[config.mk]
export PLATFORM = sky130hd
export DESIGN_NAME = stereo_peak_normalizer
export DESIGN_NICKNAME = d
export VERILOG_FILES = /design/src/design/spn_pkg.sv /design/src/design/spn_front.sv /design/src/design/spn_queue.sv /design/src/design/spn_div.sv /design/src/design/spn_back.sv /design/src/design/stereo_peak_normalizer.sv
export VERILOG_INCLUDE_DIRS = /design/src /design/src/design
export SDC_FILE = /design/constraint.sdc
export NUM_CORES = 2
export LEC_CHECK = 0
export BUFFER_PORTS_ARGS = -buffer_cell sky130_fd_sc_hd__buf_2
export CAP_MARGIN = 5
export CORE_ASPECT_RATIO = 2
export CORE_UTILIZATION = 40
export DETAILED_ROUTE_END_ITERATION = 12
export GPL_TIMING_DRIVEN = 0
export PLACE_DENSITY = 0.54
export SLEW_MARGIN = 20
export SYNTH_ARGS = -nofsm -noshare
export SYNTH_HDL_FRONTEND = slang
export SYNTH_SLANG_ARGS = --single-unit
[constraint.sdc]
create_clock -name clk_i -period 10.7 [get_ports clk_i]
set_clock_uncertainty 0.05 [all_clocks]
set_input_delay 1.07 -clock clk_i [delete_from_list [all_inputs] [get_ports clk_i]]
set_output_delay 1.07 -clock clk_i [all_outputs]
set_load 0.02 [all_outputs]
[src/design/assert_macros.svh]
// ----------------------------------------------------------------------------
// assertion macros
// shared concurrent assertion forms, clocked and disabled while in reset
// ----------------------------------------------------------------------------
`ifndef ASSERT_MACROS_SVH
`define ASSERT_MACROS_SVH

// cond holds -> expr holds in the same cycle
`define SPN_ASSERT_IMPL(name, clk, rst_n, cond, expr, msg) \
  name: assert property (@(posedge clk) disable iff (!rst_n) (cond) |-> (expr)) \
    else $error(msg);

// cond holds -> expr holds in the next cycle
`define SPN_ASSERT_NEXT(name, clk, rst_n, cond, expr, msg) \
  name: assert property (@(posedge clk) disable iff (!rst_n) (cond) |=> (expr)) \
    else $error(msg);

`endif

[src/design/spn_pkg.sv]
// ----------------------------------------------------------------------------
// spn_pkg
// shared types, constants and arithmetic helpers of the peak normalizer
// ----------------------------------------------------------------------------
`timescale 1ns / 1ps
`default_nettype none

package spn_pkg;

  localparam int unsigned SampleW   = 16;
  localparam int unsigned DataW     = 2 * SampleW;
  localparam int unsigned LevelW    = 7;
  localparam int unsigned GainW     = 32;
  localparam int unsigned GainFracW = 16;
  // dividend is level * 2^31
  localparam int unsigned NumW      = LevelW + 31;
  localparam int unsigned PeakW     = SampleW + 1;
  // 100 * 32768 stays below 2^22
  localparam int unsigned DenW      = PeakW + 5;
  localparam int unsigned ProdW     = SampleW + GainW;

  typedef enum logic [1:0] {
    OpBeginMeasure = 2'd0,
    OpMeasure      = 2'd1,
    OpBeginApply   = 2'd2,
    OpApply        = 2'd3
  } op_e;

  typedef enum logic {
    RegLevel  = 1'b0,
    RegStereo = 1'b1
  } reg_idx_e;

  typedef logic signed [SampleW-1:0] sample_t;

  typedef struct packed {
    op_e     op;
    sample_t left;
    sample_t right;
  } cmd_t;

  // 100 * max(-min, max), min <= 0 <= max
  function automatic logic [DenW-1:0] peak_den(sample_t mn, sample_t mx);
    logic [PeakW-1:0] neg_mn;
    logic [PeakW-1:0] pos_mx;
    logic [PeakW-1:0] peak;
    logic [DenW-1:0]  pk;
    neg_mn = ~{mn[SampleW-1], mn} + PeakW'(1);
    pos_mx = {mx[SampleW-1], mx};
    peak   = (neg_mn > pos_mx) ? neg_mn : pos_mx;
    pk     = DenW'(peak);
    return (pk << 6) + (pk << 5) + (pk << 2);
  endfunction

  // floor shift by the gain fraction, then clamp to the sample range
  function automatic sample_t scale_sat(logic signed [ProdW-1:0] p);
    logic [ProdW-GainFracW-1:0] hi;
    logic                       in_range;
    hi       = p[ProdW-1:GainFracW];
    in_range = (hi[ProdW-GainFracW-1:SampleW-1] == '0) ||
               (hi[ProdW-GainFracW-1:SampleW-1] == '1);
    if (in_range) begin
      return hi[SampleW-1:0];
    end else if (hi[ProdW-GainFracW-1]) begin
      return {1'b1, {(SampleW-1){1'b0}}};
    end else begin
      return {1'b0, {(SampleW-1){1'b1}}};
    end
  endfunction

endpackage

`default_nettype wire

[src/design/spn_front.sv]
// ----------------------------------------------------------------------------
// spn_front
// input stage: takes stream transactions, decodes the operation, feeds queue
// ----------------------------------------------------------------------------
`timescale 1ns / 1ps
`default_nettype none

module spn_front import spn_pkg::*; (
  input  wire logic             clk_i,
  input  wire logic             rst_ni,
  input  wire logic             in_valid_i,
  output logic                  in_ready_o,
  input  wire logic [DataW-1:0] in_data_i,   // left_sample, right_sample
  input  wire logic [1:0]       in_user_i,   // operation
  output logic                  cmd_valid_o,
  input  wire logic             cmd_ready_i,
  output cmd_t                  cmd_o
);

  logic valid_q, valid_d;
  cmd_t cmd_q;
  logic take;

  assign in_ready_o = !valid_q || cmd_ready_i;
  assign take       = in_valid_i && in_ready_o;

  always_comb begin
    valid_d = valid_q;
    if (take) begin
      valid_d = 1'b1;
    end else if (cmd_ready_i) begin
      valid_d = 1'b0;
    end
  end

  always_ff @(posedge clk_i or negedge rst_ni) begin
    if (!rst_ni) begin
      valid_q <= 1'b0;
    end else begin
      valid_q <= valid_d;
    end
  end

  always_ff @(posedge clk_i) begin
    if (take) begin
      cmd_q.op    <= op_e'(in_user_i);
      cmd_q.left  <= in_data_i[SampleW-1:0];
      cmd_q.right <= in_data_i[DataW-1:SampleW];
    end
  end

  assign cmd_valid_o = valid_q;
  assign cmd_o       = cmd_q;

endmodule

`default_nettype wire

[src/design/spn_queue.sv]
// ----------------------------------------------------------------------------
// spn_queue
// small command fifo between front and back
// ----------------------------------------------------------------------------
`timescale 1ns / 1ps
`default_nettype none

module spn_queue import spn_pkg::*; #(
  parameter int unsigned DEPTH = 4
) (
  input  wire logic clk_i,
  input  wire logic rst_ni,
  input  wire logic push_valid_i,
  output logic      push_ready_o,
  input  wire cmd_t push_cmd_i,
  output logic      pop_valid_o,
  input  wire logic pop_ready_i,
  output cmd_t      pop_cmd_o
);

  localparam int unsigned PtrW = (DEPTH > 1) ? $clog2(DEPTH) : 1;
  localparam int unsigned CntW = $clog2(DEPTH + 1);

  cmd_t            mem_q [DEPTH];
  logic [PtrW-1:0] wr_ptr_q, wr_ptr_d;
  logic [PtrW-1:0] rd_ptr_q, rd_ptr_d;
  logic [CntW-1:0] count_q, count_d;
  logic            push, pop;

  assign push_ready_o = (count_q != CntW'(DEPTH));
  assign pop_valid_o  = (count_q != '0);
  assign push         = push_valid_i && push_ready_o;
  assign pop          = pop_valid_o && pop_ready_i;
  assign pop_cmd_o    = mem_q[rd_ptr_q];

  always_comb begin
    wr_ptr_d = wr_ptr_q;
    rd_ptr_d = rd_ptr_q;
    count_d  = count_q;
    if (push) begin
      wr_ptr_d = (wr_ptr_q == PtrW'(DEPTH - 1)) ? '0 : wr_ptr_q + PtrW'(1);
    end
    if (pop) begin
      rd_ptr_d = (rd_ptr_q == PtrW'(DEPTH - 1)) ? '0 : rd_ptr_q + PtrW'(1);
    end
    if (push && !pop) begin
      count_d = count_q + CntW'(1);
    end else if (pop && !push) begin
      count_d = count_q - CntW'(1);
    end
  end

  always_ff @(posedge clk_i or negedge rst_ni) begin
    if (!rst_ni) begin
      wr_ptr_q <= '0;
      rd_ptr_q <= '0;
      count_q  <= '0;
    end else begin
      wr_ptr_q <= wr_ptr_d;
      rd_ptr_q <= rd_ptr_d;
      count_q  <= count_d;
    end
  end

  always_ff @(posedge clk_i) begin
    if (push) begin
      mem_q[wr_ptr_q] <= push_cmd_i;
    end
  end

endmodule

`default_nettype wire

[src/design/spn_div.sv]
// ----------------------------------------------------------------------------
// spn_div
// restoring divider, one quotient bit per cycle, for the gain computation
// ----------------------------------------------------------------------------
`timescale 1ns / 1ps
`default_nettype none

module spn_div import spn_pkg::*; (
  input  wire logic            clk_i,
  input  wire logic            rst_ni,
  input  wire logic            start_i,
  input  wire logic [NumW-1:0] num_i,
  input  wire logic [DenW-1:0] den_i,
  output logic                 busy_o,
  output logic                 done_o,
  output logic [GainW-1:0]     quot_o
);

  localparam int unsigned CntW = $clog2(NumW);

  logic             busy_q, busy_d;
  logic             done_q, done_d;
  logic [CntW-1:0]  cnt_q, cnt_d;
  logic [NumW-1:0]  num_q;
  logic [DenW-1:0]  den_q;
  logic [DenW-1:0]  rem_q, rem_d;
  logic [GainW-1:0] quot_q, quot_d;
  logic [DenW:0]    trial;
  logic [DenW:0]    diff;
  logic             fits;
  logic             last;

  assign trial = {rem_q, num_q[NumW-1]};
  assign diff  = trial - {1'b0, den_q};
  assign fits  = (trial >= {1'b0, den_q});
  assign last  = (cnt_q == CntW'(NumW - 1));
  // quotient is known to fit the gain width, upper bits drop off the shift
  assign rem_d  = fits ? diff[DenW-1:0] : trial[DenW-1:0];
  assign quot_d = {quot_q[GainW-2:0], fits};

  always_comb begin
    busy_d = busy_q;
    done_d = 1'b0;
    cnt_d  = cnt_q;
    if (start_i) begin
      busy_d = 1'b1;
      cnt_d  = '0;
    end else if (busy_q) begin
      cnt_d = cnt_q + CntW'(1);
      if (last) begin
        busy_d = 1'b0;
        done_d = 1'b1;
      end
    end
  end

  always_ff @(posedge clk_i or negedge rst_ni) begin
    if (!rst_ni) begin
      busy_q <= 1'b0;
      done_q <= 1'b0;
      cnt_q  <= '0;
    end else begin
      busy_q <= busy_d;
      done_q <= done_d;
      cnt_q  <= cnt_d;
    end
  end

  always_ff @(posedge clk_i) begin
    if (start_i) begin
      num_q  <= num_i;
      den_q  <= den_i;
      rem_q  <= '0;
      quot_q <= '0;
    end else if (busy_q) begin
      num_q  <= num_q << 1;
      rem_q  <= rem_d;
      quot_q <= quot_d;
    end
  end

  assign busy_o = busy_q;
  assign done_o = done_q;
  assign quot_o = quot_q;

endmodule

`default_nettype wire

[src/design/spn_back.sv]
// ----------------------------------------------------------------------------
// spn_back
// execution side: peak tracking, gain division and the scaling pipeline
// ----------------------------------------------------------------------------
`timescale 1ns / 1ps
`default_nettype none
`include "assert_macros.svh"

module spn_back import spn_pkg::*; (
  input  wire logic              clk_i,
  input  wire logic              rst_ni,
  input  wire logic              cmd_valid_i,
  output logic                   cmd_ready_o,
  input  wire cmd_t              cmd_i,
  input  wire logic [LevelW-1:0] level_i,
  input  wire logic              stereo_i,
  output logic                   out_valid_o,
  input  wire logic              out_ready_i,
  output logic [DataW-1:0]       out_data_o   // left_out, right_out
);

  typedef enum logic [2:0] {
    StIdle     = 3'b001,
    StDivLeft  = 3'b010,
    StDivRight = 3'b100
  } state_e;

  state_e  state_q, state_d;
  sample_t lmin_q, lmax_q, rmin_q, rmax_q;
  logic [GainW-1:0] lgain_q, rgain_q;

  logic                    en, idle, pop, is_apply, is_begin_apply;
  logic                    div_start, div_busy, div_done;
  logic [DenW-1:0]         lden, rden, div_den;
  logic [GainW-1:0]        div_quot;
  logic                    lzero, rzero;
  logic signed [ProdW:0]   mul_l, mul_r;

  logic                    prod_valid_q;
  logic signed [ProdW-1:0] prod_l_q, prod_r_q;
  logic                    r_on_q;
  logic                    out_valid_q;
  sample_t                 out_l_q, out_r_q;

  // pipeline moves when the output register is free or drains this cycle
  assign en             = !out_valid_q || out_ready_i;
  assign idle           = (state_q == StIdle);
  assign cmd_ready_o    = idle && en;
  assign pop            = cmd_valid_i && cmd_ready_o;
  assign is_apply       = (cmd_i.op == OpApply);
  assign is_begin_apply = (cmd_i.op == OpBeginApply);

  // extremes
  always_ff @(posedge clk_i or negedge rst_ni) begin
    if (!rst_ni) begin
      lmin_q <= '0;
      lmax_q <= '0;
      rmin_q <= '0;
      rmax_q <= '0;
    end else if (pop) begin
      unique case (cmd_i.op)
        OpBeginMeasure: begin
          lmin_q <= '0;
          lmax_q <= '0;
          rmin_q <= '0;
          rmax_q <= '0;
        end
        OpMeasure: begin
          if (cmd_i.left < lmin_q) lmin_q <= cmd_i.left;
          if (cmd_i.left > lmax_q) lmax_q <= cmd_i.left;
          if (stereo_i) begin
            if (cmd_i.right < rmin_q) rmin_q <= cmd_i.right;
            if (cmd_i.right > rmax_q) rmax_q <= cmd_i.right;
          end
        end
        default: begin
        end
      endcase
    end
  end

  // gain division, left then right through the shared divider
  assign lden      = peak_den(lmin_q, lmax_q);
  assign rden      = peak_den(rmin_q, rmax_q);
  assign lzero     = (lmin_q == '0) && (lmax_q == '0);
  assign rzero     = (rmin_q == '0) && (rmax_q == '0);
  assign div_den   = idle ? lden : rden;
  assign div_start = (pop && is_begin_apply) || (div_done && (state_q == StDivLeft));

  spn_div u_div (
    .clk_i  (clk_i),
    .rst_ni (rst_ni),
    .start_i(div_start),
    .num_i  ({level_i, 31'b0}),
    .den_i  (div_den),
    .busy_o (div_busy),
    .done_o (div_done),
    .quot_o (div_quot)
  );

  always_comb begin
    state_d = state_q;
    unique case (state_q)
      StIdle:     if (pop && is_begin_apply) state_d = StDivLeft;
      StDivLeft:  if (div_done) state_d = StDivRight;
      StDivRight: if (div_done) state_d = StIdle;
      default:    state_d = StIdle;
    endcase
  end

  always_ff @(posedge clk_i or negedge rst_ni) begin
    if (!rst_ni) begin
      state_q <= StIdle;
      lgain_q <= '0;
      rgain_q <= '0;
    end else begin
      state_q <= state_d;
      if (div_done && (state_q == StDivLeft)) begin
        lgain_q <= lzero ? '0 : div_quot;
      end
      if (div_done && (state_q == StDivRight)) begin
        rgain_q <= rzero ? '0 : div_quot;
      end
    end
  end

  // scaling: multiply stage, then shift and clamp into the output register
  assign mul_l = (ProdW+1)'(cmd_i.left)  * (ProdW+1)'($signed({1'b0, lgain_q}));
  assign mul_r = (ProdW+1)'(cmd_i.right) * (ProdW+1)'($signed({1'b0, rgain_q}));

  always_ff @(posedge clk_i or negedge rst_ni) begin
    if (!rst_ni) begin
      prod_valid_q <= 1'b0;
      out_valid_q  <= 1'b0;
    end else if (en) begin
      prod_valid_q <= pop && is_apply;
      out_valid_q  <= prod_valid_q;
    end
  end

  always_ff @(posedge clk_i) begin
    if (pop && is_apply) begin
      prod_l_q <= mul_l[ProdW-1:0];
      prod_r_q <= mul_r[ProdW-1:0];
      r_on_q   <= stereo_i;
    end
    if (en && prod_valid_q) begin
      out_l_q <= scale_sat(prod_l_q);
      out_r_q <= r_on_q ? scale_sat(prod_r_q) : '0;
    end
  end

  assign out_valid_o = out_valid_q;
  assign out_data_o  = {out_r_q, out_l_q};

  `SPN_ASSERT_IMPL(a_no_pop_in_div, clk_i, rst_ni, !idle, !pop, "command taken during division")
  `SPN_ASSERT_IMPL(a_div_start_free, clk_i, rst_ni, div_start, !div_busy, "divider restarted")
  `SPN_ASSERT_NEXT(a_stage_adv, clk_i, rst_ni, prod_valid_q && en, out_valid_q, "product lost")

endmodule

`default_nettype wire

[src/design/stereo_peak_normalizer.sv]
// ----------------------------------------------------------------------------
// stereo_peak_normalizer
// two-pass peak normalizer for Q1.15 stereo frames
//
// input stream: tuser carries the operation (begin measure, measure frame,
// begin apply, apply frame), tdata carries the left and right samples.
// output stream: one transaction per apply frame with the scaled samples,
// right channel zero in mono mode. other operations give no output.
// config channel: index 0 level percent, index 1 stereo mode; write only
// while the block is idle. cfg_ready_o is always high.
// an apply frame reaches the output through the input register, the queue
// write, the multiply stage and the clamp stage. the input and the back end
// take one frame per cycle while nothing stalls; begin apply holds the back
// end while the bit-serial divider produces the left and then the right
// gain, one quotient bit per cycle over 38 bits.
// the command queue lets the input keep flowing until it fills.
// reset clears extremes and gains to zero, level to 100, stereo mode on.
// when the receiver stalls the output register holds its transaction and
// the stall backs up through the pipeline, the queue and the input stage.
// ----------------------------------------------------------------------------
`timescale 1ns / 1ps
`default_nettype none

module stereo_peak_normalizer import spn_pkg::*; #(
  parameter int unsigned QUEUE_DEPTH = 4
) (
  input  wire logic              clk_i,
  input  wire logic              rst_ni,
  // input stream
  input  wire logic              s_axis_tvalid,
  output logic                   s_axis_tready,
  input  wire logic [DataW-1:0]  s_axis_tdata,   // left_sample, right_sample
  input  wire logic [1:0]        s_axis_tuser,   // operation
  // output stream
  output logic                   m_axis_tvalid,
  input  wire logic              m_axis_tready,
  output logic [DataW-1:0]       m_axis_tdata,   // left_out, right_out
  // configuration writes
  input  wire logic              cfg_valid_i,
  output logic                   cfg_ready_o,
  input  wire logic              cfg_addr_i,
  input  wire logic [LevelW-1:0] cfg_data_i
);

  logic [LevelW-1:0] level_q;
  logic              stereo_q;
  logic              cfg_we;

  // front to queue, queue to back
  logic fq_valid, fq_ready;
  cmd_t fq_cmd;
  logic qb_valid, qb_ready;
  cmd_t qb_cmd;

  // configuration registers
  assign cfg_ready_o = 1'b1;
  assign cfg_we      = cfg_valid_i && cfg_ready_o;

  always_ff @(posedge clk_i or negedge rst_ni) begin
    if (!rst_ni) begin
      level_q  <= LevelW'(100);
      stereo_q <= 1'b1;
    end else if (cfg_we) begin
      unique case (reg_idx_e'(cfg_addr_i))
        RegLevel:  level_q  <= cfg_data_i;
        RegStereo: stereo_q <= cfg_data_i[0];
        default:   ;
      endcase
    end
  end

  // accept and decode
  spn_front u_front (
    .clk_i      (clk_i),
    .rst_ni     (rst_ni),
    .in_valid_i (s_axis_tvalid),
    .in_ready_o (s_axis_tready),
    .in_data_i  (s_axis_tdata),
    .in_user_i  (s_axis_tuser),
    .cmd_valid_o(fq_valid),
    .cmd_ready_i(fq_ready),
    .cmd_o      (fq_cmd)
  );

  // decoupling queue
  spn_queue #(
    .DEPTH(QUEUE_DEPTH)
  ) u_queue (
    .clk_i       (clk_i),
    .rst_ni      (rst_ni),
    .push_valid_i(fq_valid),
    .push_ready_o(fq_ready),
    .push_cmd_i  (fq_cmd),
    .pop_valid_o (qb_valid),
    .pop_ready_i (qb_ready),
    .pop_cmd_o   (qb_cmd)
  );

  // extremes, gains and scaling
  spn_back u_back (
    .clk_i      (clk_i),
    .rst_ni     (rst_ni),
    .cmd_valid_i(qb_valid),
    .cmd_ready_o(qb_ready),
    .cmd_i      (qb_cmd),
    .level_i    (level_q),
    .stereo_i   (stereo_q),
    .out_valid_o(m_axis_tvalid),
    .out_ready_i(m_axis_tready),
    .out_data_o (m_axis_tdata)
  );

endmodule

`default_nettype wire

# == Word level (Yosys, flattened, before mapping) ==
# Memory sizes are Yosys's and may differ from the RTL's.
# Index checks and enable logic that the tools add are counted.
# totals
register_bits,403
ram_bits,136
out_inout_bits,35
mem_count,1
# mem_list
memory,words,width,rd,rd_clocked_by_memory_dff,write_ports,line_no,rtl
u_queue.mem_q,4,34,1,0,1,spn_queue.sv:24,cmd_t mem_q [DEPTH];
# op_classes
add_sub_neg,12
n_mul,2
n_lt_le_gt_ge,7
eq_ne,20
mux,42
n_bitwise,3
reduce_logical,41
# op_table
op,count
$mux 16,10
$pmux 16 s2,4
$mul 16x33->48,2
$mux 38,2
$logic_not 16->1,4
$mux 32,2
$add 22x19->22,2
$add 22x22->22,2
$mux 22,2
$add 17x1->17 const B,2
$eq 17x17->1 const B,2
$gt 17x17->1,2
$logic_not 17->1,2
$mux 17,2
$not 17->17,2
$gt 16x16->1,2
$lt 16x16->1,2
$ge 23x22->1,1
$sub 22x22->22,1
$mux 3,5
$logic_and 1x1->1,13
$mux 6,2
$mux 1,10
$pmux 3 s3,1
other kinds (23),48

# == Depth between registers and ports, before layout ==
# depth
depth_word,7
depth_mapped,34
depth_no_buf,32

# == By module ==
# Synthesis repeated with hierarchy kept, for this count alone.
# hier_totals
hier_cells,5816
area_unflattened_um2,58902.7
# modules_own_cells
mod,n_inst,cells_each,area_each_um2,seq_area_each_um2
spn_back,1,4990,46145.5,6242.2
spn_div,1,553,5982.0,3083.0
spn_queue,1,214,5338.9,4259.1
spn_front,1,38,1074.8,1046.0
stereo_peak_normalizer,1,21,361.6,205.2

# == Worst setup path after synthesis ==
# OpenSTA, ideal clock, no wires.
# synth_path
path_type,register -> register
start,reg u_queue.rd_ptr_q[0]
end,reg u_back.prod_l_q[45] (data pin)
setup_ns,0.258
t_arrival_ns,7.651
slack_ns,2.741
stages_incl_launch_ff,28
period_less_slack_ns,7.959
path_cell_list,dfrtp_1 buf_6 buf_1 mux4_2 clkbuf_1 and2_1 fa_1 inv_1 fa_1 fa_1 inv_1 fa_1 fa_1 inv_1 fa_1 inv_1 ha_1 o21a_1 o211ai_1 a31o_2 a21o_1 o31a_1 or4_1 a31o_2 a21oi_2 a21boi_1 o21ba_1 xnor2_1
# synth_via
elab_chain_cells,2
# synth_rtl
element,line_no,rtl
"start, declared",spn_queue.sv:26,"logic [PtrW-1:0] rd_ptr_q, rd_ptr_d;"
"start signal, assigned",spn_queue.sv:60,rd_ptr_q <= rd_ptr_d;
$mem_v2 4x34,-,
$mul 16x33->48,spn_back.sv:128,"assign mul_l = (ProdW+1)'(cmd_i.left) * (ProdW+1)'($signed({1'b0, lgain_q}));"
net u_back.mul_l[45],spn_back.sv:37,"logic signed [ProdW:0] mul_l, mul_r;"
"end signal, assigned",spn_back.sv:143,prod_l_q <= mul_l[ProdW-1:0];
"end, declared",spn_back.sv:40,"logic signed [ProdW-1:0] prod_l_q, prod_r_q;"
# The timed path passes the listed nets, and every way through them passes these cells.
# A chain may end at the register's enable or synchronous reset.

# == Worst setup path in the final report ==
# layout_path
start,reg u_queue.rd_ptr_q[0]
end,reg u_back.prod_r_q[32] (data pin)
# layout_via
elab_chain_cells,2
# layout_rtl
element,line_no,rtl
$mem_v2 4x34,-,
$mul 16x33->48,spn_back.sv:129,"assign mul_r = (ProdW+1)'(cmd_i.right) * (ProdW+1)'($signed({1'b0, rgain_q}));"
net u_back.mul_r[32],spn_back.sv:37,
"end signal, assigned",spn_back.sv:144,prod_r_q <= mul_r[ProdW-1:0];
"end, declared",spn_back.sv:40,
# The timed path passes the listed nets, and every way through them passes these cells.

==> results.py <==
metrics = {
    "routing": {
        "detailedRoute.firstIterationViolations": 1810,
        "first_pass_iters": 5,
        "routed_wire_length_per_instance_um": 23.5,
        "viasPerCell": 5.24,
        "overall_via_count_from_detail_route": 40100,
        "wirelength_um": 180000,
        "post_route_drc": 0,
        "ant_nets": 0,
    },
    "clocking": {
        "clock_latency_ns": 0.68,
        "cts_resized": 0,
        "clockBufferDepth": 3,
        "cts_max_level": 2,
        "cts_buffers": 50,
        "clk_pin_slew_worst_paths_ns": 0.07,
        "cts-hold-fix-buffers": 0,
        "cts_tree": "done",
        "numClockSinks": 505,
        "post-cts-setup-buffer-count": 0,
        "ctsRootBufferMaster": "sky130_fd_sc_hd__clkbuf_16",
    },
    "sta": {
        "setup_viol_count_final": 0,
        "fin_setup_tns_ns": 0,
        "worst_slew_pin_slew_ns": 1.20,
        "final.min_clock_period_ns": 9.89,
        "hold_slack_ns": 0.294,
        "timing.fmax_mhz": 101,
        "final-hold-violation-count": 0,
        "pins_over_slew_limit": 0,
        "post-route-period-util_pct": 92.4,
        "setup_repair_after_global_routing_missed_its_margin": "false",
        "worst_slew_margin_rel_pct": 20.1,
    },
    "synthesis": {
        "synth_ff_type": "sky130_fd_sc_hd__edfxtp_1",
        "synth-warning-count": 0,
        "synthTopCellsByCount": "sky130_fd_sc_hd__inv_1 (1189), sky130_fd_sc_hd__fa_1 (863), sky130_fd_sc_hd__nand2_1 (614)",
        "synth_enable_flop_cells": 294,
        "synth_cell_types": 70,
        "yosys-top-cells-area": "sky130_fd_sc_hd__fa_1 (31%), sky130_fd_sc_hd__edfxtp_1 (16%), sky130_fd_sc_hd__ha_1 (10%)",
        "synthesis.nets": 6963,
        "synth_area_per_cell_sq_um": 10.1,
        "synth_most_common_cell": "sky130_fd_sc_hd__inv_1",
        "synthDominantCellAreaShare_pct": 30.6,
        "post_synth_inst_count": 5599,
        "synth.cell_area_sq_um": 56500,
        "synth_area_leader_cell": "sky130_fd_sc_hd__fa_1",
        "yosys_register_bits": 505,
        "proportion_of_synthesized_chip_area_in_sequential_cells_pct": 24.5,
        "postSynth.asyncResetShare_pct": 31.1,
    },
    "pwr": {
        "power.ir.vdd_worst_uv": 741,
        "total_power_divided_by_cell_area_nw_per_um2": 344,
        "power.leakage_uw": 0.0286,
    },
    "setup_path": {
        "critical-path-top-cell-by-count": "sky130_fd_sc_hd__fa_1",
        "worst_path_largest_cell_delay_ns": 0.90,
        "cp.arrival_ns": 10.22,
        "timing.reg2reg.setup_slack_ns": 0.81,
        "type_of_origin_of_the_critical_path": "flip-flop",
        "path_delay_family": "adder cells",
        "timing.critical_path.fanout_max": 10,
        "crit_required_ns": 11.04,
        "endpoint_kind": "flip-flop",
        "setup.worst_path.class": "flip-flop to flip-flop",
        "worstPathBufferInverterCount": 8,
        "slowest_stage": "sky130_fd_sc_hd__clkbuf_1",
    },
    "floorplan": {
        "floorplan.die_area_sq_um": 143000,
        "initial_utilization_pct": 40.4,
        "fp.coreArea_sq_um": 140000,
        "fp-row-count": 194,
        "io_pins": 82,
        "die_height_um": 533,
        "die_w_um": 268,
    },
    "finish": {
        "final_cell_area_sq_um": 61300,
        "regArea_sq_um": 13800,
        "synthToLayoutAreaGrowth_pct": 8.61,
        "multi_input_combinational_cell_area_sq_um": 37300,
        "num-nets-final": 7112,
        "fin_cells": 7653,
        "final_layout_size_suffix_gt1_share_pct": 5.30,
        "fillers": 13800,
    },
    "place": {
        "detailed_place.area_sq_um": 59600,
        "dpl.cell_count": 7558,
        "gpl.final_weighted_congestion": 0.953,
        "port-buffer-count": 80,
        "dp.final_hpwl_um": 151000,
    },
    "global_routing": {
        "antenna_found_initial": 3,
        "globalRoute.totalOverflow": 0,
        "grtUsageTotal_pct": 26.2,
        "via_count_of_the_first_global_routing_pass": 45400,
        "grt_max_degree": 89,
        "grt_first_pass_wirelength_um": 272000,
    },
    "run": {
        "max-cap-violations": 0,
    },
    "outcome": {
        "run_status": "finished, final reports clean",
    },
    "hold_path": {
        "worstHoldPathType": "input pin to asynchronous set/reset pin",
    },
}
-- routing by layer --
metal / part of all wire, % / vias to the layer above / GRT usage [%]
met4: 12 / 0 / 24.7
met1: 30 / 20500 / 22.6
met5: 0 / - / 0
met3: 3.1 / 636 / 2.53
met2: 56 / 1133 / 51.0
li1: - / 17800 / -
-- registers in the layout, summed over array words and instances (netlist names), 2 cells and up --
signal	flops
level_q	7
u_back.lgain_q	32
u_back.lmax_q	16
u_back.lmin_q	16
u_back.out_l_q	16
u_back.out_r_q	16
u_back.prod_l_q	32
u_back.prod_r_q	32
u_back.rgain_q	32
u_back.rmax_q	16
u_back.rmin_q	16
u_back.state_q	3
u_back.u_div.cnt_q	6
u_back.u_div.den_q	20
u_back.u_div.num_q	7
u_back.u_div.quot_o	32
u_back.u_div.rem_q	22
u_front.cmd_o	34
u_queue.count_q	3
u_queue.mem_q	136
u_queue.rd_ptr_q	2
u_queue.wr_ptr_q	2
-- logic make-up (layout without fill, tap and decap cells) --
family          count (synthesis)  after routing  share of synthesized area, %
buf+inv                      1424           1615                          9.49
simple gates                 1506           1506                          12.9
mux                           139            139                          3.22
flops                         505            505                          24.5
compound gates                559            559                          6.95
xor+xnor                      148            148                          2.30
fa+ha+maj                    1317           1317                          40.6
other cells                     1              2                       0.00664
-- worst register-to-register path: stages (launching register included) --
cell                        delay (ns)
sky130_fd_sc_hd__dfrtp_1          0.48
sky130_fd_sc_hd__buf_6            0.21
sky130_fd_sc_hd__clkbuf_1         0.66
sky130_fd_sc_hd__mux4_2           0.67
sky130_fd_sc_hd__clkbuf_1         0.92
sky130_fd_sc_hd__nand2_1          0.23
sky130_fd_sc_hd__fa_1             0.53
sky130_fd_sc_hd__inv_1            0.05
sky130_fd_sc_hd__fa_1             0.49
sky130_fd_sc_hd__inv_1            0.06
sky130_fd_sc_hd__fa_1             0.54
sky130_fd_sc_hd__inv_1            0.05
sky130_fd_sc_hd__fa_1             0.41
sky130_fd_sc_hd__fa_1             0.52
sky130_fd_sc_hd__inv_1            0.05
sky130_fd_sc_hd__fa_1             0.47
sky130_fd_sc_hd__inv_1            0.04
sky130_fd_sc_hd__ha_1             0.33
sky130_fd_sc_hd__nand2_1          0.15
sky130_fd_sc_hd__a2111oi_0        0.10
sky130_fd_sc_hd__a2111oi_1        0.79
sky130_fd_sc_hd__nor2_1           0.10
sky130_fd_sc_hd__a211oi_1         0.46
sky130_fd_sc_hd__o21ai_0          0.40
sky130_fd_sc_hd__a31oi_1          0.63
sky130_fd_sc_hd__xnor2_1          0.19
-- cell usage in the layout (no fill, tap or decap), types with 6 or more instances in the layout --
cell	synthesis	routed
sky130_fd_sc_hd__xor2_1	49	49
sky130_fd_sc_hd__nand4_1	51	51
sky130_fd_sc_hd__o21bai_1	12	12
sky130_fd_sc_hd__nand3_1	20	20
sky130_fd_sc_hd__a21o_1	84	84
sky130_fd_sc_hd__nand2_1	614	614
sky130_fd_sc_hd__dfxtp_1	54	54
sky130_fd_sc_hd__or2_2	24	24
sky130_fd_sc_hd__dfrtp_1	152	152
sky130_fd_sc_hd__inv_1	1189	1189
sky130_fd_sc_hd__and3_1	12	12
sky130_fd_sc_hd__o21ai_0	68	68
sky130_fd_sc_hd__xnor2_1	99	99
sky130_fd_sc_hd__a31oi_1	10	10
sky130_fd_sc_hd__edfxtp_1	294	294
sky130_fd_sc_hd__mux2i_1	75	75
sky130_fd_sc_hd__nor4_1	24	24
sky130_fd_sc_hd__fa_1	863	863
sky130_fd_sc_hd__nor2_1	227	226
sky130_fd_sc_hd__buf_2	2	84
sky130_fd_sc_hd__o21ai_1	9	6
sky130_fd_sc_hd__mux2_2	33	33
sky130_fd_sc_hd__mux4_2	31	31
sky130_fd_sc_hd__a31o_2	7	7
sky130_fd_sc_hd__nor2b_1	26	26
sky130_fd_sc_hd__buf_1	46	43
sky130_fd_sc_hd__nor3_1	38	37
sky130_fd_sc_hd__o21a_1	30	30
sky130_fd_sc_hd__a21oi_1	123	123
sky130_fd_sc_hd__and2_1	435	429
sky130_fd_sc_hd__nand2b_1	15	15
sky130_fd_sc_hd__a22o_1	129	129
sky130_fd_sc_hd__a211oi_1	29	29
sky130_fd_sc_hd__clkbuf_16	0	53
sky130_fd_sc_hd__ha_1	454	454
sky130_fd_sc_hd__or3_1	6	6
sky130_fd_sc_hd__buf_12	0	6
sky130_fd_sc_hd__clkbuf_1	185	195
-- final timing paths --
check / depth (start not counted) / startpoint / end
min in group clk_i: 2 / u_back.prod_valid_q$_DFFE_PN0N_ / u_back.out_valid_o$_DFFE_PN0N_
worst max register to register: 25 / u_queue.rd_ptr_q[0]$_DFFE_PN0P_ / u_back.prod_r_q[32]$_DFFE_PP_
worst max-delay path: 25 / u_queue.rd_ptr_q[0]$_DFFE_PN0P_ / u_back.prod_r_q[32]$_DFFE_PP_
worst min-delay path: 1 / rst_ni / u_front.cmd_valid_o$_DFFE_PN0P_
max in group asynchronous: 2 / rst_ni / u_back.rgain_q[11]$_DFFE_PN0P_
worst min register to register: 2 / u_back.prod_valid_q$_DFFE_PN0N_ / u_back.out_valid_o$_DFFE_PN0N_
-- cell type report --
class | count | share of cell area [%]
Buffer | 235 | 1.47
Timing Repair Buffer | 97 | 1.17
Antenna cell | 1 | 0.00408
Clock buffer | 67 | 2.30
Tap cell | 1862 | 3.80
Clock inverter | 27 | 0.553
Sequential cell | 505 | 22.6
Multi-Input combinational cell | 3670 | 60.9
Inverter | 1189 | 7.28
-- report_power, final --
group / switching [uW] / internal (uW) / total [uW]
registers: 460 / 3020 / 3480
clock network: 891 / 1030 / 1920
logic: 9510 / 6210 / 15700
-- stage by stage --
step / power (uW) / utilization, % / setup WS (ns)
6_report: 21100 / 43.9 / 0.812
5_1_grt: 23200 / 43.9 / 0.521
4_1_cts: 21300 / 43.9 / 0.817
3_5_place_dp: 19200 / 42.6 / 0.860
3_3_place_gp: 19000 / 42.3 / 0.284
2_1_floorplan: 14700 / - / 2.74
No activity file was read; power rests on OpenSTA's default activity.
